===== src/rtl/core/rsb_pkg.sv =====
// ----------------------------------------------------------------------------
// rsb_pkg
// Shared types and constants of the RLE sprite blitter.
// ----------------------------------------------------------------------------
`default_nettype none

package rsb_pkg;

    localparam int FRAME_BYTES_DEF = 65536;
    localparam int QUEUE_DEPTH     = 4;

    localparam logic [1:0] MODE_STREAM = 2'd0;
    localparam logic [1:0] MODE_WRITE  = 2'd1;
    localparam logic [1:0] MODE_READ   = 2'd2;

    localparam logic [1:0] DRAW_SHADOW = 2'd1;
    localparam logic [1:0] DRAW_MONO   = 2'd2;

    localparam logic [2:0] REG_POS_X       = 3'd0;
    localparam logic [2:0] REG_POS_Y       = 3'd1;
    localparam logic [2:0] REG_SURF_WIDTH  = 3'd2;
    localparam logic [2:0] REG_SURF_HEIGHT = 3'd3;
    localparam logic [2:0] REG_ROW_PITCH   = 3'd4;
    localparam logic [2:0] REG_DRAW_MODE   = 3'd5;
    localparam logic [2:0] REG_COLOR_SHIFT = 3'd6;
    localparam logic [2:0] REG_MONO_COLOR  = 3'd7;

    localparam logic [11:0] SURF_WIDTH_RST  = 12'd320;
    localparam logic [11:0] SURF_HEIGHT_RST = 12'd200;
    localparam logic [11:0] ROW_PITCH_RST   = 12'd320;

    localparam logic [7:0]  SKIP_BASE    = 8'h80;
    localparam logic [31:0] HEADER_MAGIC = 32'h0000_0002;

    typedef struct packed {
        logic signed [15:0] pos_x;
        logic signed [15:0] pos_y;
        logic [11:0]        surf_width;
        logic [11:0]        surf_height;
        logic [11:0]        row_pitch;
        logic [1:0]         draw_mode;
        logic signed [4:0]  color_shift;
        logic [7:0]         mono_color;
    } cfg_t;

    typedef enum logic [2:0] {
        OP_NONE,
        OP_WRITE,
        OP_READ,
        OP_DRAW,
        OP_SHADE
    } op_kind_t;

    typedef struct packed {
        op_kind_t    kind;
        logic [15:0] address;
        logic [11:0] sx;
        logic [11:0] sy;
        logic [7:0]  value;
        logic        done;
        logic        in_bitmap;
    } op_t;

endpackage

`default_nettype wire


===== src/rtl/core/rsb_queue.sv =====
// ----------------------------------------------------------------------------
// rsb_queue
// Short FIFO of store operations between the parser and the store pipeline.
// ----------------------------------------------------------------------------
`default_nettype none

module rsb_queue
    import rsb_pkg::*;
#(
    parameter int DEPTH = QUEUE_DEPTH
) (
    input  wire logic aclk,
    input  wire logic aresetn,
    input  wire logic push,
    input  wire op_t  push_op,
    output logic      not_full,
    input  wire logic pop,
    output logic      not_empty,
    output op_t       head
);

    localparam int PW = $clog2(DEPTH);

    op_t          mem_reg [DEPTH];
    logic [PW-1:0] wptr_reg, rptr_reg;
    logic [PW:0]   count_reg, count_next;

    assign not_full  = count_reg != DEPTH[PW:0];
    assign not_empty = count_reg != '0;
    assign head      = mem_reg[rptr_reg];

    always_comb begin
        count_next = count_reg;
        if (push && !pop) begin
            count_next = count_reg + 1'b1;
        end else if (pop && !push) begin
            count_next = count_reg - 1'b1;
        end
    end

    always_ff @(posedge aclk) begin
        if (push) begin
            mem_reg[wptr_reg] <= push_op;
        end
        if (!aresetn) begin
            wptr_reg  <= '0;
            rptr_reg  <= '0;
            count_reg <= '0;
        end else begin
            if (push) begin
                wptr_reg <= (wptr_reg == PW'(DEPTH - 1)) ? '0 : wptr_reg + 1'b1;
            end
            if (pop) begin
                rptr_reg <= (rptr_reg == PW'(DEPTH - 1)) ? '0 : rptr_reg + 1'b1;
            end
            count_reg <= count_next;
        end
    end

endmodule

`default_nettype wire


===== config.mk =====
export PLATFORM = sky130hd
export DESIGN_NAME = rsb_queue
export DESIGN_NICKNAME = d
export VERILOG_FILES = /design/src/rtl/core/rsb_pkg.sv /design/src/rtl/core/rsb_queue.sv
export SDC_FILE = /design/constraint.sdc
export NUM_CORES = 1
export LEC_CHECK = 0
export BUFFER_PORTS_ARGS = -buffer_cell sky130_fd_sc_hd__buf_2
export CAP_MARGIN = 20
export CORE_AREA = 4 4 150 152
export DETAILED_ROUTE_END_ITERATION = 10
export DIE_AREA = 0 0 154 156
export PLACE_DENSITY_LB_ADDON = 0.15
export SKIP_LAST_GASP = 1
export SYNTH_ARGS = -nofsm -noshare
export SYNTH_HDL_FRONTEND = slang
export SYNTH_SLANG_ARGS = --single-unit

===== constraint.sdc =====
create_clock -name aclk -period 2.9 [get_ports aclk]
set_input_delay 0.58 -clock aclk [delete_from_list [all_inputs] [get_ports aclk]]
set_output_delay 0.58 -clock aclk [all_outputs]
set_load 0.02 [all_outputs]

After elaboration in Yosys (flattened, before gate mapping)
Memories as Yosys holds them, arrays and structs flattened. A register that Yosys moved wholly into a read port is not among the register bits.
Cells that the tools add are included.
{"block": "totals", "regBits": 7, "input_bits": 57, "n_memories": 1, "ram_bits": 212}
{"name": "mem_reg", "words": 4, "word_bits": 53, "rd": 1, "rd_ports_with_merged_regs": 1, "write_ports": 1, "line_no": "rsb_queue.sv:24", "rtl": "op_t mem_reg [DEPTH];"}
{"block": "op_classes", "n_reduce_logical": 6, "eq_ne": 3, "add_sub_neg": 4, "muxes": 8}
{"cell": "$mux W2", "n": 4}
{"cell": "$mux W3", "n": 2}
{"cell": "$add A2 B1 Y2 const B", "n": 2}
{"cell": "$eq A2 B2 Y1 const B", "n": 2}
{"cell": "$add A3 B1 Y3 const B", "n": 1}
{"cell": "$ne A3 B3 Y1 const B", "n": 1}
{"cell": "$reduce_bool A3 Y1", "n": 1}
{"cell": "$sub A3 B1 Y3 const B", "n": 1}
{"cell": "$logic_and A1 B1 Y1", "n": 2}
{"cell": "$logic_not A1 Y1", "n": 2}
{"cell": "$mux W1", "n": 2}
{"cell": "$reduce_bool A2 Y1", "n": 1}

Longest topological paths before layout
Gate-level depths: netlist of the first run.
{"block": "logic_depth", "word_depth": 4, "ltp_mapped": 7}

Worst setup path before layout of the first run
No wires, ideal clock.
{"block": "synth_path", "path_kind": "input to register", "startpoint": "input port push", "endpoint": "memory mem_reg[0][0] in the netlist's numbering (enable)", "setup_time_ns": 0.416, "slack_ns": 0.643, "arrival_ns": 1.841, "path_stages": 1, "required_ns": 2.484, "path_cell_list": "and2_1"}
{"block": "synth_between", "elab_chain_len": 2}
{"element": "from (decl)", "line_no": "rsb_queue.sv:14", "rtl": "input wire logic push,"}
{"element": "$mux W1", "line_no": "rsb_queue.sv:42", "rtl": "if (push) begin"}
{"element": "$mux W1 (not written as such)", "line_no": "rsb_queue.sv:43", "rtl": "mem_reg[wptr_reg] <= push_op;"}
{"element": "to (decl)", "line_no": "rsb_queue.sv:24"}
Every way passes these cells.

==> results.md, run 1 <==
* HP Start: push_op[43]
* Total core area at 21000 um^2
* Slew @ Worst Pin at 0.499 ns
* Status: completed
* Post-synthesis cell type count at 23
* P_leak at 3.36 nW
* Share of flip-flops with an asynchronous set or reset at 0
* Rel. slew slack at 0.667
* Max Cap Violations at 0
* Count leader, synth: edfxtp_1
* Max reg flops at 212
* CTS sink count at 221
* Top cells by count, synth: 212 x edfxtp_1, 50 x mux4_2, 9 x dfxtp_1, 6 x ha_1
* Post-cts hold buffer count at 0
* Layout cells sized above 1 at 0.440
* Tcrit/Tclk final at 0.922
* Post-cts resize count at 0
* Die W at 154 um
* Post-synth EDFFs at 212
* Area Growth Syn to Fin at 20.9%
* Clk_skew at 0.0109 ns
* Post-CTS Setup Bufs at 0
* Clock transition at path regs at 0.06 ns
* CTS root buf: clkbuf_16
* Syn Std Cell Area at 8170 um^2
* Min-delay worst type: in2reg
* Die area at 24000 um^2
* Io pins at 112
* Largest area contributor in the netlist: edfxtp_1
* Register area share after synthesis at 0.801
* Final Hold Fails at 0
* Number of remaining DRC errors at 0
* Die Ht at 156 um
* Max-slew violations at 0
* Synthesized flop and latch total at 221
* Yosys warns at 0
* Reg-to-reg slack, setup at 1.28 ns
* Gate Count Post-Synth at 322
* Initial antenna violation count at 2
* Fin nets at 522
* Global-route wire length before repair at 23200 um
* Port bufs at 111
* TritonCTS buffer count at 25
* Largest net degree at the start of global routing at 54
* Post-synth top area share at 0.779
* Main area contributors after synthesis: edfxtp_1 78%, mux4_2 14%, dfxtp_1 2.2%
* Clock Latency Late Sink at 0.50 ns
* ANT nets after route at 0
* Top FF cell, synth: edfxtp_1
* Initial Util at 0.389
* Post-route setup TNS at 0 ns
* Initial DRC count at 186
* Mean post-synth cell area at 25.4 um^2
* Max VDD drop at 0.369 mV
* Worst endpoint required time at 2.32 ns
* RR Startpoint: wptr_reg[0]$_SDFFE_PN0P_
* Crit path kind: reg2out
* DP HPWL at 8980 um
* Htree depth at 1
* Via count at 3640
* Drt pass-1 iters at 5
* Routed WL at 15000 um
* Post-Syn Nets at 386
* Crit path DAT at 2.10 ns
* Pwr per Cell Area at 745 nW/um^2
* GP Congestion at 0.677
* Non-filler instance count after layout at 751
* Tmin final at 2.68 ns
* Bufs on Longest Clock Path at 3
* CP endpoint kind: output port
* Number of vias per cell at 4.85
* TritonCTS clock tree: done
* Fmax at 0.374 GHz
* Row count at 53
* CP Launch Type: flip-flop
* Total global-route track usage at 0.125
* Cell count after placement at 706
* CP Max Fanout at 20
* Total gr overflow at 0
* Vias in the first global route at 4020
* Endpoints failing setup at 0
* WL/cell at 20.0 um
* RSZ-0062 raised after global routing: false
[placed cells by master (no fill, tap or decap), types with 2 or more instances in the layout]
| cell | n |
|---|---|
| buf_12 | 6 |
| and2_4 | 2 |
| buf_4 | 4 |
| and2_2 | 2 |
| ha_1 | 6 |
| edfxtp_1 | 212 |
| clkbuf_16 | 25 |
| clkinv_2 | 4 |
| or3_1 | 2 |
| nor2_1 | 2 |
| nor2b_1 | 5 |
| mux2i_1 | 4 |
| mux4_1 | 3 |
| mux4_2 | 50 |
| inv_1 | 4 |
| clkinv_1 | 7 |
| bufinv_16 | 3 |
| buf_2 | 111 |
| dfxtp_1 | 7 |
| clkbuf_1 | 5 |
[logic make-up after synthesis]
logic type	share of synthesized area
compound gates	0.00245
xor+xnor	0.00214
fa+ha+maj	0.0116
buf+inv	0.0190
flops	0.801
mux	0.152
simple gates	0.0112
[final timing paths]
check,endpoint,depth (start not counted)
worst max-delay path,head[11],3
worst min register to register,count_reg[2]$_SDFFE_PN0P_,2
worst min-delay path,mem_reg[1][43]$_DFFE_PP_,1
worst max register to register,mem_reg[0][34]$_DFFE_PP_,4
[report_power, final]
part / internal [W] / switching, W / leakage (nW)
logic: 0.000290 / 0.000391 / 0.950
clock network: 0.00183 / 0.00114 / 0.383
registers: 0.00366 / 0.0000552 / 2.02
[area by class of cell]
class,count,area [um^2]
tap,275,344
timing repair buffer,121,706
clock buffer,30,644
fill,1767,11100
clock inverter,14,136
sequential,221,6550
inverter,4,15.0
multi-input combinational,85,1480
antenna,1,2.50
[critical path, stage by stage, from the launching register on]
cell,delay [ns]
dfxtp_4,0.62
buf_12,0.24
mux4_2,0.54
buf_2,0.18
[metal layers]
metal  global-route usage  up-vias  wire length, um
met4               0.0286        4              261
met3               0.0344       21              910
li1                     -     1643                -
met2                0.213       98             7540
met1                0.161     1874             6270
met5                    0        -               18
[metrics by stage]
step	worst slack, ns	power, W	instance area [um^2]	hold WS, ns	util
after floorplan	0.643	0.00421	8170	0.472	-
after global placement	0.666	0.00447	9090	0.497	0.433
after detailed placement	0.667	0.00448	9090	0.505	0.433
after CTS	0.117	0.00748	9870	0.268	0.470
after global routing	0.0858	0.00768	9870	0.276	0.470
final	0.225	0.00736	9880	0.292	0.470
(Power assumes the default switching activity.)
==> run 2, diff against run 1 <==
--- a/config.mk
+++ b/config.mk
@@ -8,10 +8,11 @@
 export BUFFER_PORTS_ARGS = -buffer_cell sky130_fd_sc_hd__buf_2
 export CAP_MARGIN = 20
 export CORE_AREA = 4 4 150 152
+export CTS_BUF_LIST = sky130_fd_sc_hd__clkbuf_4
 export DETAILED_ROUTE_END_ITERATION = 10
 export DIE_AREA = 0 0 154 156
+export GPL_TIMING_DRIVEN = 1
 export PLACE_DENSITY_LB_ADDON = 0.15
-export SKIP_LAST_GASP = 1
 export SYNTH_ARGS = -nofsm -noshare
 export SYNTH_HDL_FRONTEND = slang
 export SYNTH_SLANG_ARGS = --single-unit
==> run 2 against run 1 <==
  * Non-clock buffer count grew 1
  * Global-route usage grew 0.68 points
  * Die area stayed put
  * Critical endpoint unchanged
  * First-iteration DRC count rose by 4.8%
  * Combinational power grew 1%
  * Clock power shrank 16%
  * Largest cell class unchanged
  * Count of clock-buffer cells in the layout is 52 higher
  * Final area shrank 0.67%
  * Highest routed layer unchanged
  * Sequential cell count unchanged
  * Sequential power barely moved
  * Core utilization decreased by 0.32 points
==> results.md, run 2 (synthesis gave the netlist of run 1 again) <==
* Worst endpoint required time at 2.32 ns
* Tmin final at 2.71 ns
* Status: completed
* Most common cell after layout, fill and taps aside: edfxtp_1
* Bufs on Longest Clock Path at 3
* Hold_ws at 0.151 ns
* Pwr per Cell Area at 701 nW/um^2
* CP Max Fanout at 16
* DP HPWL at 8980 um
* Area Growth Syn to Fin at 20.1%
* Die W at 154 um
* ANT nets after route at 0
* Area post-placement at 9090 um^2
* Global-route wire length before repair at 24200 um
* Die area at 24000 um^2
* Port bufs at 111
* Reg-to-reg slack, setup at 1.26 ns
* Clock Latency Late Sink at 0.63 ns
* Initial DRC count at 195
* Largest net degree at the start of global routing at 54
* Row count at 53
* Total global-route track usage at 0.132
* Reg2reg path depth at 4
* Final Hold Fails at 0
* Total core area at 21000 um^2
* Post-cts hold buffer count at 0
* Most frequent cells in the layout: 212 x edfxtp_1, 111 x buf_2, 82 x clkbuf_4
* CTS root buf: clkbuf_4
* Max reg flops at 212
* HP Start: push_op[23]
* CP Launch Type: flip-flop
* Post-route setup TNS at 0 ns
* TritonCTS clock tree: done
* Worst R2R End: mem_reg[0][21]$_DFFE_PP_
* WL/cell at 19.1 um
* RR Startpoint: wptr_reg[0]$_SDFFE_PN0P_
* Clock transition at path regs at 0.07 ns
* Endpoints failing setup at 0
* Max VDD drop at 0.308 mV
* Slew @ Worst Pin at 0.489 ns
* WHS Endpoint: mem_reg[3][23]$_DFFE_PP_
* Rel. slew slack at 0.674
* RSZ-0062 raised after global routing: false
* Fmax at 0.369 GHz
* Min-delay worst type: in2reg
* Layout cells sized above 1 at 0.492
* Total gr overflow at 0
* Initial Util at 0.389
* Crit path DAT at 2.13 ns
* GP Congestion at 0.677
* Io pins at 112
* Max Cap Violations at 0
* Initial antenna violation count at 3
* Routed WL at 15500 um
* Hold path depth at 1
* CP endpoint kind: output port
* Drt pass-1 iters at 4
* Vias in the first global route at 4357
* Die Ht at 156 um
* Fin nets at 555
* Number of vias per cell at 4.84
* P_leak at 3.40 nW
* Tcrit/Tclk final at 0.934
* TritonCTS buffer count at 57
* Number of remaining DRC errors at 0
* Max-slew violations at 0
* Via count at 3926
* Design Area, Final at 9810 um^2
* CTS sink count at 221
* Htree depth at 2
* Clk_skew at 0.0183 ns
* Crit path kind: reg2out
## run 2: changes by cell type in the layout (fill, tap and decap cells not counted), moves of 2 or more
cell	change
clkbuf_16	-25
clkinv_2	-2
clkbuf_1	-5
clkinv_1	+11
bufinv_16	-3
clkbuf_4	+82
## run 2: cell type report
cell class / count / area [um^2]
clock buffers: 82 / 616
well taps: 275 / 344
diodes: 1 / 2.50
flip-flops and latches: 221 / 6550
fillers: 1832 / 11200
inverters: 4 / 15.0
multi-input cells: 85 / 1480
repair buffers: 122 / 721
clock inverters: 21 / 81.3
## run 2: worst max path at each step
stage                              end  slack (ns)  cells past startpoint
2_1_floorplan  mem_reg[0][0]$_DFFE_PP_        0.64                      1
3_3_place_gp                  head[11]        0.67                      3
3_5_place_dp                  head[11]        0.67                      3
4_1_cts                       head[11]        0.08                      3
5_1_grt                       head[11]        0.04                      3
6_report                      head[11]        0.19                      3
## run 2: per-layer routing
layer	part of all wire	track usage
met3	0.069	0.0433
met1	0.41	0.161
met4	0.028	0.0563
met2	0.49	0.217
met5	0.0014	0
## run 2: critical path, stage by stage, from the launching register on
cell and delay [ns]:
dfxtp_4 0.52, buf_12 0.23, mux4_2 0.55, buf_2 0.18
## run 2: power by group
part / switching [W] / internal, W / leakage, nW
clock: 0.00119 / 0.00130 / 0.418
sequential: 0.0000512 / 0.00365 / 2.02
combinational: 0.000398 / 0.000292 / 0.958
## run 2: timing repair
| action | 4_1_cts | 5_1_grt |
|---|---|---|
| endpoints found under the setup margin | 36 | 0 |
| buffers inserted | 1 | 0 |
| gates resized for setup | 1 | 0 |
## run 2: through the flow
stage	setup slack (ns)	util	instances	total power, W
CTS	0.0778	0.467	810	0.00703
global placement	0.666	0.433	706	0.00447
floorplan	0.643	-	322	0.00421
finish	0.192	0.467	811	0.00688
detailed placement	0.667	0.433	706	0.00448
global route	0.0352	0.467	811	0.00727
