--- config.mk ---
export PLATFORM = sky130hd
export DESIGN_NAME = rsb_front
export DESIGN_NICKNAME = d
export VERILOG_FILES = /design/src/rtl/core/rsb_pkg.sv /design/src/rtl/core/rsb_front.sv
export SDC_FILE = /design/constraint.sdc
export NUM_CORES = 1
export LEC_CHECK = 0
export BUFFER_PORTS_ARGS = -buffer_cell sky130_fd_sc_hd__buf_2
export CORE_MARGIN = 2
export CORE_UTILIZATION = 35
export CTS_CLUSTER_SIZE = 20
export DETAILED_ROUTE_END_ITERATION = 6
export PLACE_DENSITY = 0.63
export SKIP_CTS_REPAIR_TIMING = 1
export SLEW_MARGIN = 0
export SYNTH_ARGS = -nofsm -noshare
export SYNTH_HDL_FRONTEND = slang
export SYNTH_SLANG_ARGS = --single-unit
export TNS_END_PERCENT = 100
--- constraint.sdc ---
create_clock -name aclk -period 15.2 [get_ports aclk]
set_input_delay 1.52 -clock aclk [delete_from_list [all_inputs] [get_ports aclk]]
set_output_delay 1.52 -clock aclk [all_outputs]
set_load 0.02 [all_outputs]
--- src/rtl/core/rsb_pkg.sv ---
// ----------------------------------------------------------------------------
// rsb_pkg
// Shared types and constants of the RLE sprite blitter.
// ----------------------------------------------------------------------------
`default_nettype none

package rsb_pkg;

    localparam int FRAME_BYTES_DEF = 65536;
    localparam int QUEUE_DEPTH     = 4;

    localparam logic [1:0] MODE_STREAM = 2'd0;
    localparam logic [1:0] MODE_WRITE  = 2'd1;
    localparam logic [1:0] MODE_READ   = 2'd2;

    localparam logic [1:0] DRAW_SHADOW = 2'd1;
    localparam logic [1:0] DRAW_MONO   = 2'd2;

    localparam logic [2:0] REG_POS_X       = 3'd0;
    localparam logic [2:0] REG_POS_Y       = 3'd1;
    localparam logic [2:0] REG_SURF_WIDTH  = 3'd2;
    localparam logic [2:0] REG_SURF_HEIGHT = 3'd3;
    localparam logic [2:0] REG_ROW_PITCH   = 3'd4;
    localparam logic [2:0] REG_DRAW_MODE   = 3'd5;
    localparam logic [2:0] REG_COLOR_SHIFT = 3'd6;
    localparam logic [2:0] REG_MONO_COLOR  = 3'd7;

    localparam logic [11:0] SURF_WIDTH_RST  = 12'd320;
    localparam logic [11:0] SURF_HEIGHT_RST = 12'd200;
    localparam logic [11:0] ROW_PITCH_RST   = 12'd320;

    localparam logic [7:0]  SKIP_BASE    = 8'h80;
    localparam logic [31:0] HEADER_MAGIC = 32'h0000_0002;

    typedef struct packed {
        logic signed [15:0] pos_x;
        logic signed [15:0] pos_y;
        logic [11:0]        surf_width;
        logic [11:0]        surf_height;
        logic [11:0]        row_pitch;
        logic [1:0]         draw_mode;
        logic signed [4:0]  color_shift;
        logic [7:0]         mono_color;
    } cfg_t;

    typedef enum logic [2:0] {
        OP_NONE,
        OP_WRITE,
        OP_READ,
        OP_DRAW,
        OP_SHADE
    } op_kind_t;

    typedef struct packed {
        op_kind_t    kind;
        logic [15:0] address;
        logic [11:0] sx;
        logic [11:0] sy;
        logic [7:0]  value;
        logic        done;
        logic        in_bitmap;
    } op_t;

endpackage

`default_nettype wire

--- src/rtl/core/rsb_front.sv ---
// ----------------------------------------------------------------------------
// rsb_front
// Stream parser: decodes header, skip and literal codes, clips pixels, passes
// direct writes and reads, and emits one store operation per accepted item.
// ----------------------------------------------------------------------------
`default_nettype none

module rsb_front
    import rsb_pkg::*;
(
    input  wire logic        aclk,
    input  wire logic        aresetn,
    input  wire cfg_t        cfg,
    input  wire logic        take,
    input  wire logic [1:0]  mode,
    input  wire logic [7:0]  data,
    input  wire logic [15:0] address,
    output op_t              op
);

    typedef enum logic [1:0] {
        PH_HDR,
        PH_CODE,
        PH_LIT
    } phase_t;

    phase_t             phase_reg, phase_next;
    logic [31:0]        hbytes_reg, hbytes_next;
    logic [3:0]         hcount_reg, hcount_next;
    logic [15:0]        width_reg, width_next;
    logic [15:0]        height_reg, height_next;
    logic [15:0]        col_reg, col_next;
    logic [16:0]        row_reg, row_next;
    logic [7:0]         run_reg, run_next;
    logic signed [33:0] rem_reg, rem_next;

    logic signed [17:0] sx;
    logic signed [18:0] sy;
    logic               visible;
    logic signed [5:0]  low_sum;
    logic [3:0]         low_clamp;
    logic [3:0]         high_nib;
    logic [6:0]         adv_n;
    logic               adv_en;
    logic               check;
    logic [16:0]        col_sum;
    logic               done;

    always_comb begin
        phase_next  = phase_reg;
        hbytes_next = hbytes_reg;
        hcount_next = hcount_reg;
        width_next  = width_reg;
        height_next = height_reg;
        col_next    = col_reg;
        row_next    = row_reg;
        run_next    = run_reg;
        rem_next    = rem_reg;
        adv_n       = '0;
        adv_en      = 1'b0;
        check       = 1'b0;
        done        = 1'b0;
        col_sum     = '0;

        sx = cfg.pos_x + $signed({2'b00, col_reg});
        sy = cfg.pos_y + $signed({2'b00, row_reg});
        visible = !sx[17] && (sx[16:12] == '0) && (sx[11:0] < cfg.surf_width) &&
                  !sy[18] && (sy[17:12] == '0) && (sy[11:0] < cfg.surf_height);
        low_sum = $signed({2'b00, data[3:0]}) + 6'(cfg.color_shift);
        if (low_sum[5]) begin
            low_clamp = 4'd0;
        end else if (low_sum[4]) begin
            low_clamp = 4'd15;
        end else begin
            low_clamp = low_sum[3:0];
        end
        high_nib = (cfg.draw_mode == DRAW_MONO) ? cfg.mono_color[7:4] : data[7:4];

        op.kind    = OP_NONE;
        op.address = address;
        op.sx      = sx[11:0];
        op.sy      = sy[11:0];
        op.value   = {high_nib, low_clamp};

        unique case (mode)
            MODE_STREAM: begin
                unique case (phase_reg)
                    PH_HDR: begin
                        hbytes_next = {data, hbytes_reg[31:8]};
                        hcount_next = hcount_reg + 4'd1;
                        if (hcount_next == 4'd4 && hbytes_next == HEADER_MAGIC) begin
                            hcount_next = hcount_reg + 4'd1;
                        end else if (hcount_next == 4'd4 || hcount_next == 4'd8) begin
                            width_next  = hbytes_next[15:0];
                            height_next = hbytes_next[31:16];
                            hcount_next = '0;
                            hbytes_next = '0;
                            col_next    = '0;
                            row_next    = '0;
                            run_next    = '0;
                            rem_next    = $signed({2'b00,
                                          {16'd0, width_next} * {16'd0, height_next}});
                            if (width_next == '0 || height_next == '0) begin
                                done = 1'b1;
                            end else begin
                                phase_next = PH_CODE;
                            end
                        end
                    end
                    PH_CODE: begin
                        if (data[7] && ({9'd0, data[6:0]} <= width_reg)) begin
                            adv_en = 1'b1;
                            adv_n  = data[6:0];
                            check  = 1'b1;
                        end else if (data != '0) begin
                            run_next   = data;
                            phase_next = PH_LIT;
                        end else begin
                            check = 1'b1;
                        end
                    end
                    PH_LIT: begin
                        if (visible) begin
                            op.kind = (cfg.draw_mode == DRAW_SHADOW) ? OP_SHADE : OP_DRAW;
                        end
                        adv_en   = 1'b1;
                        adv_n    = 7'd1;
                        run_next = run_reg - 8'd1;
                        if (run_reg == 8'd1) begin
                            phase_next = PH_CODE;
                            check      = 1'b1;
                        end
                    end
                    default: begin
                        phase_next = PH_HDR;
                    end
                endcase
            end
            MODE_WRITE: begin
                op.kind  = OP_WRITE;
                op.value = data;
            end
            MODE_READ: begin
                op.kind = OP_READ;
            end
            default: begin
                op.kind = OP_NONE;
            end
        endcase

        if (adv_en) begin
            rem_next = rem_reg - $signed({27'd0, adv_n});
            col_sum  = {1'b0, col_reg} + {10'd0, adv_n};
            if (col_sum >= {1'b0, width_reg}) begin
                col_next = 16'(col_sum - {1'b0, width_reg});
                row_next = row_reg + 17'd1;
            end else begin
                col_next = col_sum[15:0];
            end
        end
        if (check && (rem_next[33] || rem_next == '0)) begin
            phase_next = PH_HDR;
            done       = 1'b1;
        end

        op.done      = done;
        op.in_bitmap = (phase_next != PH_HDR) || (hcount_next != '0);
    end

    always_ff @(posedge aclk) begin
        if (!aresetn) begin
            phase_reg  <= PH_HDR;
            hbytes_reg <= '0;
            hcount_reg <= '0;
            width_reg  <= '0;
            height_reg <= '0;
            col_reg    <= '0;
            row_reg    <= '0;
            run_reg    <= '0;
            rem_reg    <= '0;
        end else if (take) begin
            phase_reg  <= phase_next;
            hbytes_reg <= hbytes_next;
            hcount_reg <= hcount_next;
            width_reg  <= width_next;
            height_reg <= height_next;
            col_reg    <= col_next;
            row_reg    <= row_next;
            run_reg    <= run_next;
            rem_reg    <= rem_next;
        end
    end

`ifndef ASSERT_OFF
    a_lit_run: assert property (@(posedge aclk) disable iff (!aresetn)
        phase_reg == PH_LIT |-> run_reg != '0)
        else $error("literal phase with empty run");
    a_hdr_count: assert property (@(posedge aclk) disable iff (!aresetn)
        phase_reg != PH_HDR |-> hcount_reg == '0)
        else $error("header count left over in body");
    a_dims: assert property (@(posedge aclk) disable iff (!aresetn)
        phase_reg != PH_HDR |-> (width_reg != '0 && height_reg != '0))
        else $error("body parse with empty bitmap");
`endif

endmodule

`default_nettype wire

## Word level (Yosys, flattened, before mapping)

Cells that the tools add are included.

| cells by class | value |
|---|---|
| add/sub/neg operators | 9 |
| magnitude comparators | 4 |
| shifts and indexed selects | 0 |
| bitwise gates (word level) | 1 |
| reductions and logical operators | 32 |
| equality and inequality tests | 15 |
| multiplexer cells | 62 |
| multiply operators | 1 |
| divide/modulo/power cells | 0 |

Operator list:

| kind | number |
|---|---|
| 34-bit 2-to-1 mux | 5 |
| 17-bit 2-to-1 mux | 6 |
| 16-bit 2-to-1 mux | 6 |
| 32-bit 2-to-1 mux | 2 |
| 8-bit 2-to-1 mux | 5 |
| 34-bit zero test | 1 |
| 34-bit by 8-bit subtractor with 34-bit output | 1 |
| 32-bit by 2-bit == test with 1-bit output (second input constant) | 1 |
| 16-bit zero test | 2 |
| 16-bit by 16-bit multiplier with 32-bit output | 1 |
| 4-bit 2-to-1 mux | 7 |
| 12-bit less-than comparator | 2 |
| 8-bit case mux with 3 select lines | 1 |
| 16-bit by 18-bit adder with 19-bit output | 1 |
| 16-bit by 17-bit adder with 18-bit output | 1 |
| 16-bit by 7-bit adder with 17-bit output | 1 |
| 17-bit by 1-bit adder with 17-bit output (second input constant) | 1 |
| 17-bit by 16-bit >= comparator with 1-bit output | 1 |
| 7-bit by 16-bit <= comparator with 1-bit output | 1 |
| 2-bit 2-to-1 mux | 8 |
| 16-bit subtractor | 1 |
| 7-bit 2-to-1 mux | 2 |
| 7-bit case mux with 2 select lines | 1 |
| 1-bit 2-to-1 mux | 12 |
| other kinds (27) | 54 |

| storage, ports and cells | value |
|---|---|
| memories | 0 |
| latch bits | 0 |
| RAM bits | 0 |
| register bits after elaboration | 129 |
| ROM bits | 0 |

## Longest topological paths before layout

Gate-level depths: netlist of the first run.

| depth | value |
|---|---|
| depth after elaboration | 14 |
| gate-level depth with buffers | 32 |
| gate-level depth less buffers | 30 |

## Worst setup path after synthesis of the first run

OpenSTA, ideal clock, no wires.

| path | value |
|---|---|
| path type | in2out |
| start | input data[4] |
| end | output op[1] (netlist bit) |
| data arrival time | 8.175 ns |
| stages | 26 |
| path slack | 5.505 ns |
| path buffers | 4 |
| cell sequence | clkbuf_1 > clkbuf_1 > nand2_1 > fa_1 > inv_1 > fa_1 > fa_1 > fa_1 > fa_1 > inv_1 > fa_1 > inv_1 > ha_1 > clkbuf_1 > a21oi_1 > o21ai_0 > a21oi_1 > o22ai_1 > o221a_2 > a21o_1 > a21oi_1 > mux2i_1 > a2111oi_1 > nor4_4 > a211o_1 > buf_4 |

| between the ends | value |
|---|---|
| cells in the longest elaborated chain, start to end | 11 |
| elaborated cells between the ends (all ways) | 33 |
| classes of those cells | 1 x add/sub; 1 x mul; 1 x order compare; 1 x eq/ne; 21 x mux; 8 x reduce/logical |

Ends and longest elaborated chain:

| element | RTL line | source |
|---|---|---|
| start: declaration | rsb_front.sv:16 | `input wire logic [7:0] data,` |
| 7-bit by 16-bit <= comparator with 1-bit output | rsb_front.sv:111 | `if (data[7] && ({9'd0, data[6:0]} <= width_reg)) begin` |
| 1-bit logical AND | rsb_front.sv:111 |  |
| 7-bit 2-to-1 mux | rsb_front.sv:111 |  |
| 7-bit case mux with 2 select lines | rsb_front.sv:87 | `unique case (phase_reg)` |
| 7-bit 2-to-1 mux | rsb_front.sv:85 | `unique case (mode)` |
| 34-bit by 8-bit subtractor with 34-bit output | rsb_front.sv:152 | `rem_next = rem_reg - $signed({27'd0, adv_n});` |
| 34-bit 2-to-1 mux | rsb_front.sv:151 | `if (adv_en) begin` |
| 34-bit zero test | rsb_front.sv:161 | `if (check && (rem_next[33] \|\| rem_next == '0)) begin` |
| 1-bit logical OR | rsb_front.sv:161 |  |
| 1-bit logical AND | rsb_front.sv:161 |  |
| 1-bit 2-to-1 mux (*) | rsb_front.sv:161 |  |
| end: declaration | rsb_front.sv:18 | `output op_t op` |

Every way passes the cells marked *; elsewhere a longest branch is shown, timed or not.

==> flow_metrics.env, run 1 <==
export IMPL_fin_cells=3227
export IMPL_dp_hpwl_um=43410
export IMPL_final_setup_skew_ns=0.01817
export IMPL_worstPathArrival_ns=9.17
export IMPL_cts_max_path_buffers=2
export IMPL_track_usage=0.2034
export IMPL_gp_congestion=0.8964
export IMPL_post_route_period_util=0.7033
export IMPL_dieArea_um2=57280
export IMPL_hold_violations=0
export IMPL_io_pins=165
export IMPL_clkLatencyLatePin_ns=0.44
export IMPL_drc_errors=0
export IMPL_syn_area_per_cell_um2=7.813
export IMPL_synth_area_leader_cell="fa_1"
export IMPL_numClockSinks=121
export IMPL_tns_ns=0
export IMPL_rsz0062_at_grt="false"
export IMPL_synth_area_top_cells="fa_1 21%, ha_1 14%, dfxtp_1 12%, inv_1 6.3%, nand2_1 6.3%"
export IMPL_grt_pass1_wl_um=93380
export IMPL_wl_met1_um=25740
export IMPL_min_period_ns=10.69
export IMPL_outcome="finished, final reports clean"
export IMPL_antenna_left=0
export IMPL_cts_made_buffers=17
export IMPL_grt_overflow=0
export IMPL_core_um2=54880
export IMPL_peakVddDrop_v=0.00007991
export IMPL_setup_violations_final=0
export IMPL_maxSlewHeadroom=0.1582
export IMPL_numPortBuffers=116
export IMPL_drt_vias_per_instance=5.528
export IMPL_initial_core_util=0.3532
export IMPL_syn_inst=2481
export IMPL_ys_ff_latch=121
export IMPL_cpMostUsedCell="fa_1"
export IMPL_crit_required_ns=13.68
export IMPL_nets=3031
export IMPL_die_h_um=239.3
export IMPL_die_x_um=239.3
export IMPL_cp_max_fo=24
export IMPL_maxCapViolations=0
export IMPL_placed_area_um2=20480
export IMPL_path_buf_inv=7
export IMPL_dp_cells=3194
export IMPL_routedWlPerCell_um=17.97
export IMPL_root_buffer="clkbuf_16"
export IMPL_wl_met2_um=27260
export IMPL_final_area_um2=21140
export IMPL_htreeDepth=4
export IMPL_critPathLaunchType="input pin"
export IMPL_fmax_mhz=93.55
export IMPL_async_flop_share=0
export IMPL_route_top_layer_used="met5"
export IMPL_vias=17840
export IMPL_ys_warnings_count=0
export IMPL_grt_pass1_vias=17800
export IMPL_grt_max_degree=48
export IMPL_antenna_found_initial=2
export IMPL_drt_iter0_drc=1147
export IMPL_path_class="in -> out"
export IMPL_cts_tree="done"
export IMPL_syn_nets=3003
export IMPL_largest_register_ffs=34
export IMPL_preCtsSetupSlack_ns=4.565
export IMPL_yosys_area_top_type_share=0.2065
export IMPL_syn_cell_area_um2=19380
export IMPL_drv_slew=0
export IMPL_critPathTopFamily="adder cells"
export IMPL_critPathSlowestCell="a2111oi_1"
export IMPL_synth_main_ff_cell="dfxtp_1"
export IMPL_dr_pass1_iters=6
export IMPL_ys_types=82
export IMPL_dr_wl_met3_um=3109
export IMPL_cp_slowest_stage_delay_ns=0.79
export IMPL_area_growth_pct=9.062
export IMPL_worst_pin_slew_ns=1.258
export IMPL_synth_edf_count=0
export IMPL_hp_class="reg -> reg"
export IMPL_power_density_nw_per_um2=42.92
export IMPL_cts_clk_slew_worst_paths_ns=0.06
export IMPL_finalWirelength_um=57980
export IMPL_p_leak_uw=0.009929
export IMPL_rows=86
export IMPL_fin_ws_ns=4.511
export IMPL_layout_drive_gt1_share=0.08327
export IMPL_end_kind="output pin"
export IMPL_seq_area_frac_synth=0.1250
## cells in the final DEF, fill, tap and decap left out, drive strengths merged, types with 23 or more instances in the layout
cell / instances
a21o: 38
nand2: 323
buf: 141
and2: 124
xnor2: 50
a21oi: 177
a211oi: 23
inv: 329
nor3: 43
xor2: 35
fa: 200
nor2: 138
o21ai: 106
nand3: 59
ha: 210
dfxtp: 121
## report_power, final
part | leakage (uW) | switching, uW | internal (uW) | total, uW
Combinational | 0.00864 | 77.0 | 41.5 | 119
Sequential | 0.000976 | 6.91 | 319 | 326
Clock | 0.000313 | 167 | 296 | 463
Total | 0.00993 | 251 | 657 | 907
## final timing paths
check | end | cells after the start | start | slack [ns]
worst max register to register | phase_reg[1] | 21 | hbytes_reg[11] | 7.22
worst max-delay path | op[0] | 26 | data[1] | 4.51
worst min-delay path | width_reg[6] | 2 | width_reg[6] | 0.46
worst min register to register | width_reg[6] | 2 | width_reg[6] | 0.46
## cells in the mapped netlist, drive strengths merged (16+ instances only)
cell type and instances:
or4 17, nor2b 21, nand2 323, a211oi 23, xnor2 50, a21oi 177, nand3 59, nor2 138
dfxtp 121, inv 328, clkbuf 106, fa 200, nor3 43, ha 210, nor4 18, nand2b 17
o21ai 106, buf 26, or2 16, a21o 38, and2 124, and3 16, o211ai 16, mux2i 20
or3 19, xor2 35, o21a 22
## worst register-to-register path, delay by kind of cell (launching register included)
family / cells / cell delay (ns)
AOI/OAI and AO/OA: 9 / 2.57
adders and majority gates: 7 / 3.58
DFF: 1 / 1.09
and+or+nand+nor: 2 / 0.44
buffers and inverters: 2 / 0.10
muxes: 1 / 0.10
## final cells by class
| class | count | area [um2] |
|---|---|---|
| tap | 704 | 880.8 |
| clock buffer | 18 | 439.2 |
| fill | 5576 | 33740 |
| multi-input combinational | 1900 | 15180 |
| inverter | 328 | 1231 |
| clock inverter | 14 | 221.5 |
| sequential | 121 | 2422 |
| antenna | 1 | 2.502 |
| timing repair buffer | 141 | 768.2 |
## layer usage
metal / track usage / vias to the layer above
met3: 0.02605 / 119
li1: - / 8379
met4: 0.07140 / 2
met5: 0 / -
met1: 0.2678 / 8772
met2: 0.3421 / 566
## through the flow
stage,utilization,power [uW],hold WS [ns]
after floorplan,-,409.9,0.4363
after global placement,0.3732,446.7,0.4499
after detailed placement,0.3732,449.2,0.4532
after CTS,0.3852,910.2,0.4624
after global routing,0.3852,934.6,0.4785
final,0.3852,907.4,0.4610
## logic make-up (layout without fill, tap and decap cells)
logic type      count (synthesis)  after routing  share of synthesized area
compound gates                521            521                     0.1712
xor+xnor                       85             85                    0.03840
fa+ha+maj                     410            410                     0.3421
buf+inv                       460            501                    0.09269
flops                         121            121                     0.1250
mux                            26             26                    0.01381
other cells                     0              1                          0
simple gates                  858            858                     0.2169
Power figures use the tool's default switching activity.
==> run 2: changes to the inputs <==
--- a/config.mk
+++ b/config.mk
@@ -10,7 +10,7 @@
 export CORE_UTILIZATION = 35
 export CTS_CLUSTER_SIZE = 20
 export DETAILED_ROUTE_END_ITERATION = 6
-export PLACE_DENSITY = 0.63
+export PLACE_DENSITY = 0.64
 export SKIP_CTS_REPAIR_TIMING = 1
 export SLEW_MARGIN = 0
 export SYNTH_ARGS = -nofsm -noshare
==> constraint.sdc (replaced) <==
create_clock -name aclk -period 9.3 [get_ports aclk]
set_input_delay 0.93 -clock aclk [delete_from_list [all_inputs] [get_ports aclk]]
set_output_delay 0.93 -clock aclk [all_outputs]
set_load 0.02 [all_outputs]
==> run 2 against run 1 <==
  * Clock power increased by 39%
  * Register-to-register slack lost 5.4 ns
  * First-iteration DRC count rose by 9.5%
  * Cell area grew 0.53%
  * Count of clock-buffer cells in the layout unchanged
  * Sequential power is 63% higher
  * Wire length is 3.4% lower
  * Utilization increased by 0.21 points
  * Critical path depth down 1
  * Combinational power grew 66%
  * Worst setup slack worse by 4.1 ns
  * Critical endpoint is now op[1]
  * Largest power group unchanged
==> flow_metrics.env, run 2 (same netlist as run 1, synthesis figures left out) <==
export IMPL_tns_ns=0
export IMPL_fmax_mhz=112.1
export IMPL_grt_pass1_vias=16840
export IMPL_routedWlPerCell_um=17.22
export IMPL_final_setup_skew_ns=0.01449
export IMPL_outcome="finished, final reports clean"
export IMPL_die_h_um=239.3
export IMPL_core_um2=54880
export IMPL_area_growth_pct=9.643
export IMPL_cp_slowest_stage_delay_ns=0.63
export IMPL_layout_drive_gt1_share=0.09651
export IMPL_drv_slew=0
export IMPL_fin_cells=3253
export IMPL_antenna_left=0
export IMPL_p_seq_frac=0.387
export IMPL_numClockSinks=121
export IMPL_critPathSlowestCell="or4_1"
export IMPL_antenna_found_initial=2
export IMPL_grt_pass1_wl_um=90860
export IMPL_grt_overflow=0
export IMPL_fin_ws_ns=0.3768
export IMPL_p_switching_uw=427.2
export IMPL_critPathLaunchType="input pin"
export IMPL_dieArea_um2=57280
export IMPL_hp_class="reg -> reg"
export IMPL_maxCapViolations=0
export IMPL_clkLatencyLatePin_ns=0.44
export IMPL_io_pins=165
export IMPL_cts_made_buffers=17
export IMPL_drc_errors=0
export IMPL_peakVddDrop_v=0.00008169
export IMPL_p_total_uw=1373
export IMPL_worst_pin_slew_ns=1.290
export IMPL_crit_required_ns=8.37
export IMPL_post_route_period_util=0.9595
export IMPL_htreeDepth=4
export IMPL_initial_core_util=0.3532
export IMPL_grt_max_degree=50
export IMPL_fin_util=0.3873
export IMPL_drt_iter0_drc=1256
export IMPL_worstPathArrival_ns=7.99
export IMPL_final_cell_mix="327 x inv_1, 323 x nand2_1, 210 x ha_1, 200 x fa_1, 177 x a21oi_1"
export IMPL_intPower_uw=945.6
export IMPL_dr_pass1_iters=5
export IMPL_p_leak_uw=0.01002
export IMPL_preCtsSetupSlack_ns=0.3337
export IMPL_nets=3058
export IMPL_maxSlewHeadroom=0.1367
export IMPL_path_class="in -> out"
export IMPL_numPortBuffers=116
export IMPL_cts_max_path_buffers=2
export IMPL_cpMostUsedCell="fa_1"
export IMPL_path_buf_inv=7
export IMPL_cts_tree="done"
export IMPL_cp_max_fo=15
export IMPL_drt_vias_per_instance=5.329
export IMPL_dp_cells=3220
export IMPL_finalWirelength_um=56030
export IMPL_hold_violations=0
export IMPL_critPathTopFamily="adder cells"
export IMPL_cts_clk_slew_worst_paths_ns=0.07
export IMPL_largest_register_ffs=34
export IMPL_clockPowerShare=0.469
export IMPL_final_common_cell="inv_1"
export IMPL_rsz0062_at_grt="false"
export IMPL_vias=17340
export IMPL_diodes=0
export IMPL_dp_hpwl_um=43730
export IMPL_root_buffer="clkbuf_16"
export IMPL_end_kind="output pin"
export IMPL_power_density_nw_per_um2=64.59
export IMPL_min_period_ns=8.923
export IMPL_power_frac_comb=0.144
export IMPL_rows=86
export IMPL_die_x_um=239.3
export IMPL_gp_congestion=0.8851
export IMPL_switching_share=0.3112
export IMPL_track_usage=0.1976
export IMPL_setup_violations_final=0
==> run 2: final cells by class <==
cell class	instances	area (um2)
inverters	328	1231
clock inverters	14	113.9
clock buffers	18	439.2
repair buffers	168	975.9
multi-input cells	1900	15180
flip-flops and latches	121	2432
fillers	5673	33620
well taps	704	880.8
==> run 2: path summary, 6_finish.rpt <==
path / startpoint / end / slack (ns) / cells after the start
max: data[1] / op[1] / 0.38 / 25
min: width_reg[6] / width_reg[6] / 0.46 / 2
min reg2reg: width_reg[6] / width_reg[6] / 0.46 / 2
max reg2reg: hbytes_reg[31] / phase_reg[0] / 1.79 / 24
==> run 2: power by group through the flow <==
stage	clock, uW	sequential [uW]	combinational (uW)
final	644	531	198
after CTS	650	531	196
after detailed placement	0	543	194
after global placement	0	543	194
after global routing	673	532	219
after floorplan	0	534	136
==> run 2: worst register-to-register path: cells and delay by family (launching register included) <==
family                   cells  cell delay [ns]
XOR/XNOR                     1             0.19
AO/OA/AOI/OAI                6             1.11
buffers and inverters        6             0.45
adder cells (fa/ha/maj)      7             3.51
flip-flops                   1             0.73
AND/OR/NAND/NOR              4             1.39
==> run 2: layer usage <==
metal	global-route usage	vias to the layer above	share of wire	wire (um)
met5	0	-	0.00012	7
met4	0.03636	2	0.013	747
met3	0.02270	57	0.057	3192
met2	0.3235	488	0.46	25830
met1	0.2815	8357	0.47	26250
li1	-	8431	-	-
==> run 2: stage by stage <==
stage / hold WS [ns] / area (um2)
detailed placement: 0.4463 / 20670
CTS: 0.4563 / 21230
floorplan: 0.4363 / 19380
global route: 0.4795 / 21250
finish: 0.4553 / 21250
global placement: 0.4432 / 20670
==> run 3: changes to the inputs <==
--- a/config.mk
+++ b/config.mk
@@ -5,7 +5,7 @@
 export SDC_FILE = /design/constraint.sdc
 export NUM_CORES = 1
 export LEC_CHECK = 0
-export BUFFER_PORTS_ARGS = -buffer_cell sky130_fd_sc_hd__buf_2
+export BUFFER_PORTS_ARGS = -buffer_cell sky130_fd_sc_hd__buf_4
 export CORE_MARGIN = 2
 export CORE_UTILIZATION = 35
 export CTS_CLUSTER_SIZE = 20
==> run 3 against run 2 <==
  * Via count rose by 2.3%
  * Critical path type unchanged
  * Die area is the same
  * Worst hold slack gained 0.011 ns
  * Largest cell class unchanged
==> flow_metrics.env, run 3 (same netlist as run 1, synthesis figures left out) <==
export IMPL_power_density_nw_per_um2=68.35
export IMPL_core_um2=54880
export IMPL_initial_core_util=0.3532
export IMPL_hp_class="reg -> reg"
export IMPL_cts_clk_slew_worst_paths_ns=0.05
export IMPL_cts_tree="done"
export IMPL_final_common_cell="inv_1"
export IMPL_routedWlPerCell_um=17.98
export IMPL_hold_violations=0
export IMPL_peakVddDrop_v=0.00008658
export IMPL_die_x_um=239.3
export IMPL_drt_iter0_drc=1388
export IMPL_hold_ws_ns=0.4667
export IMPL_drv_slew=0
export IMPL_drt_vias_per_instance=5.461
export IMPL_cts_made_buffers=17
export IMPL_layout_drive_gt1_share=0.09559
export IMPL_crit_required_ns=8.37
export IMPL_nets=3051
export IMPL_critPathLaunchType="input pin"
export IMPL_dp_hpwl_um=45220
export IMPL_drc_errors=0
export IMPL_regArea_um2=2437
export IMPL_vias=17730
export IMPL_final_setup_skew_ns=0.01305
export IMPL_grt_overflow=0
export IMPL_cp_max_fo=14
export IMPL_grt_pass1_vias=17700
export IMPL_root_buffer="clkbuf_16"
export IMPL_diodes=0
export IMPL_multiInputGateArea_um2=15190
export IMPL_maxSlewHeadroom=0.1314
export IMPL_end_kind="output pin"
export IMPL_fmax_mhz=112.6
export IMPL_area_growth_pct=11.35
export IMPL_final_cell_mix="327 x inv_1, 323 x nand2_1, 210 x ha_1, 200 x fa_1, 177 x a21oi_1"
export IMPL_io_pins=165
export IMPL_htreeDepth=4
export IMPL_cts_max_path_buffers=2
export IMPL_outcome="finished, final reports clean"
export IMPL_fin_ws_ns=0.4209
export IMPL_rsz0062_at_grt="false"
export IMPL_fill_cells=5572
export IMPL_grt_max_degree=71
export IMPL_tns_ns=0
export IMPL_clkLatencyLatePin_ns=0.43
export IMPL_fin_util=0.3933
export IMPL_antenna_left=0
export IMPL_finalWirelength_um=58360
export IMPL_antenna_found_initial=1
export IMPL_largest_register_ffs=34
export IMPL_setup_violations_final=0
export IMPL_worst_pin_slew_ns=1.298
export IMPL_post_route_period_util=0.9547
export IMPL_ff2ff_path_depth=23
export IMPL_numPortBuffers=116
export IMPL_dieArea_um2=57280
export IMPL_maxCapViolations=0
export IMPL_grt_pass1_wl_um=94720
export IMPL_numClockSinks=121
export IMPL_p_total_uw=1475
export IMPL_path_class="in -> out"
export IMPL_p_leak_uw=0.01013
export IMPL_rows=86
export IMPL_preCtsSetupSlack_ns=0.4318
export IMPL_hold_depth=2
export IMPL_die_h_um=239.3
export IMPL_track_usage=0.2060
export IMPL_min_period_ns=8.879
export IMPL_gp_congestion=0.8877
export IMPL_worstPathArrival_ns=7.95
export IMPL_dr_pass1_iters=5
run 3: cell count changes in the layout (fill, tap and decap cells not counted), sizes merged:
cell | before | now
inv | 334 | 328
buf | 166 | 161
bufinv | 0 | 4
clkinvlp | 4 | 1
clkinv | 4 | 6
clkbuf | 20 | 21
run 3: final cells by class:
class                           count  share of cell area
Clock inverter                     11            0.007826
Tap cell                          704             0.04081
Timing Repair Buffer              161             0.05600
Inverter                          328             0.05704
Multi-Input combinational cell   1900              0.7036
Sequential cell                   121              0.1129
Clock buffer                       21             0.02180
run 3: power by group:
| group | internal (uW) | total (uW) | switching, uW |
|---|---|---|---|
| clock network | 470 | 727 | 257 |
| registers | 521 | 532 | 10.6 |
| logic | 85.7 | 216 | 130 |
run 3: worst paths after layout:
| path | from | slack (ns) | endpoint |
|---|---|---|---|
| worst max-delay path | data[1] | 0.42 | op[0] |
| worst min-delay path | width_reg[2] | 0.47 | width_reg[2] |
| worst max register to register | hbytes_reg[12] | 2.06 | phase_reg[0] |
| worst min register to register | width_reg[2] | 0.47 | width_reg[2] |
run 3: worst max-delay path: stages:
cell	delay [ns]
buf_4	0.23
nand2_1	0.12
fa_1	0.54
inv_1	0.05
fa_1	0.49
inv_1	0.05
fa_1	0.47
inv_1	0.06
fa_1	0.51
fa_1	0.55
inv_1	0.06
fa_1	0.55
inv_1	0.06
ha_1	0.40
nand2_1	0.16
a2111oi_2	0.39
a22oi_1	0.15
a21boi_0	0.24
o22ai_1	0.15
xor2_1	0.21
a221oi_1	0.13
or4_1	0.63
nor4_4	0.35
o21ai_1	0.24
buf_4	0.22
run 3: stage by stage:
stage               cell area (um2)  instances
floorplan                     19380       2481
global placement              20920       3214
detailed placement            20920       3214
CTS                           21560       3246
global route                  21580       3246
finish                        21580       3246
run 3: routing by layer:
layer,global-route usage,wire [um],up-vias
met4,0.05284,1213,0
met5,0,0,-
met3,0.03054,3712,68
met1,0.2767,25860,8662
li1,-,-,8413
met2,0.3457,27570,585
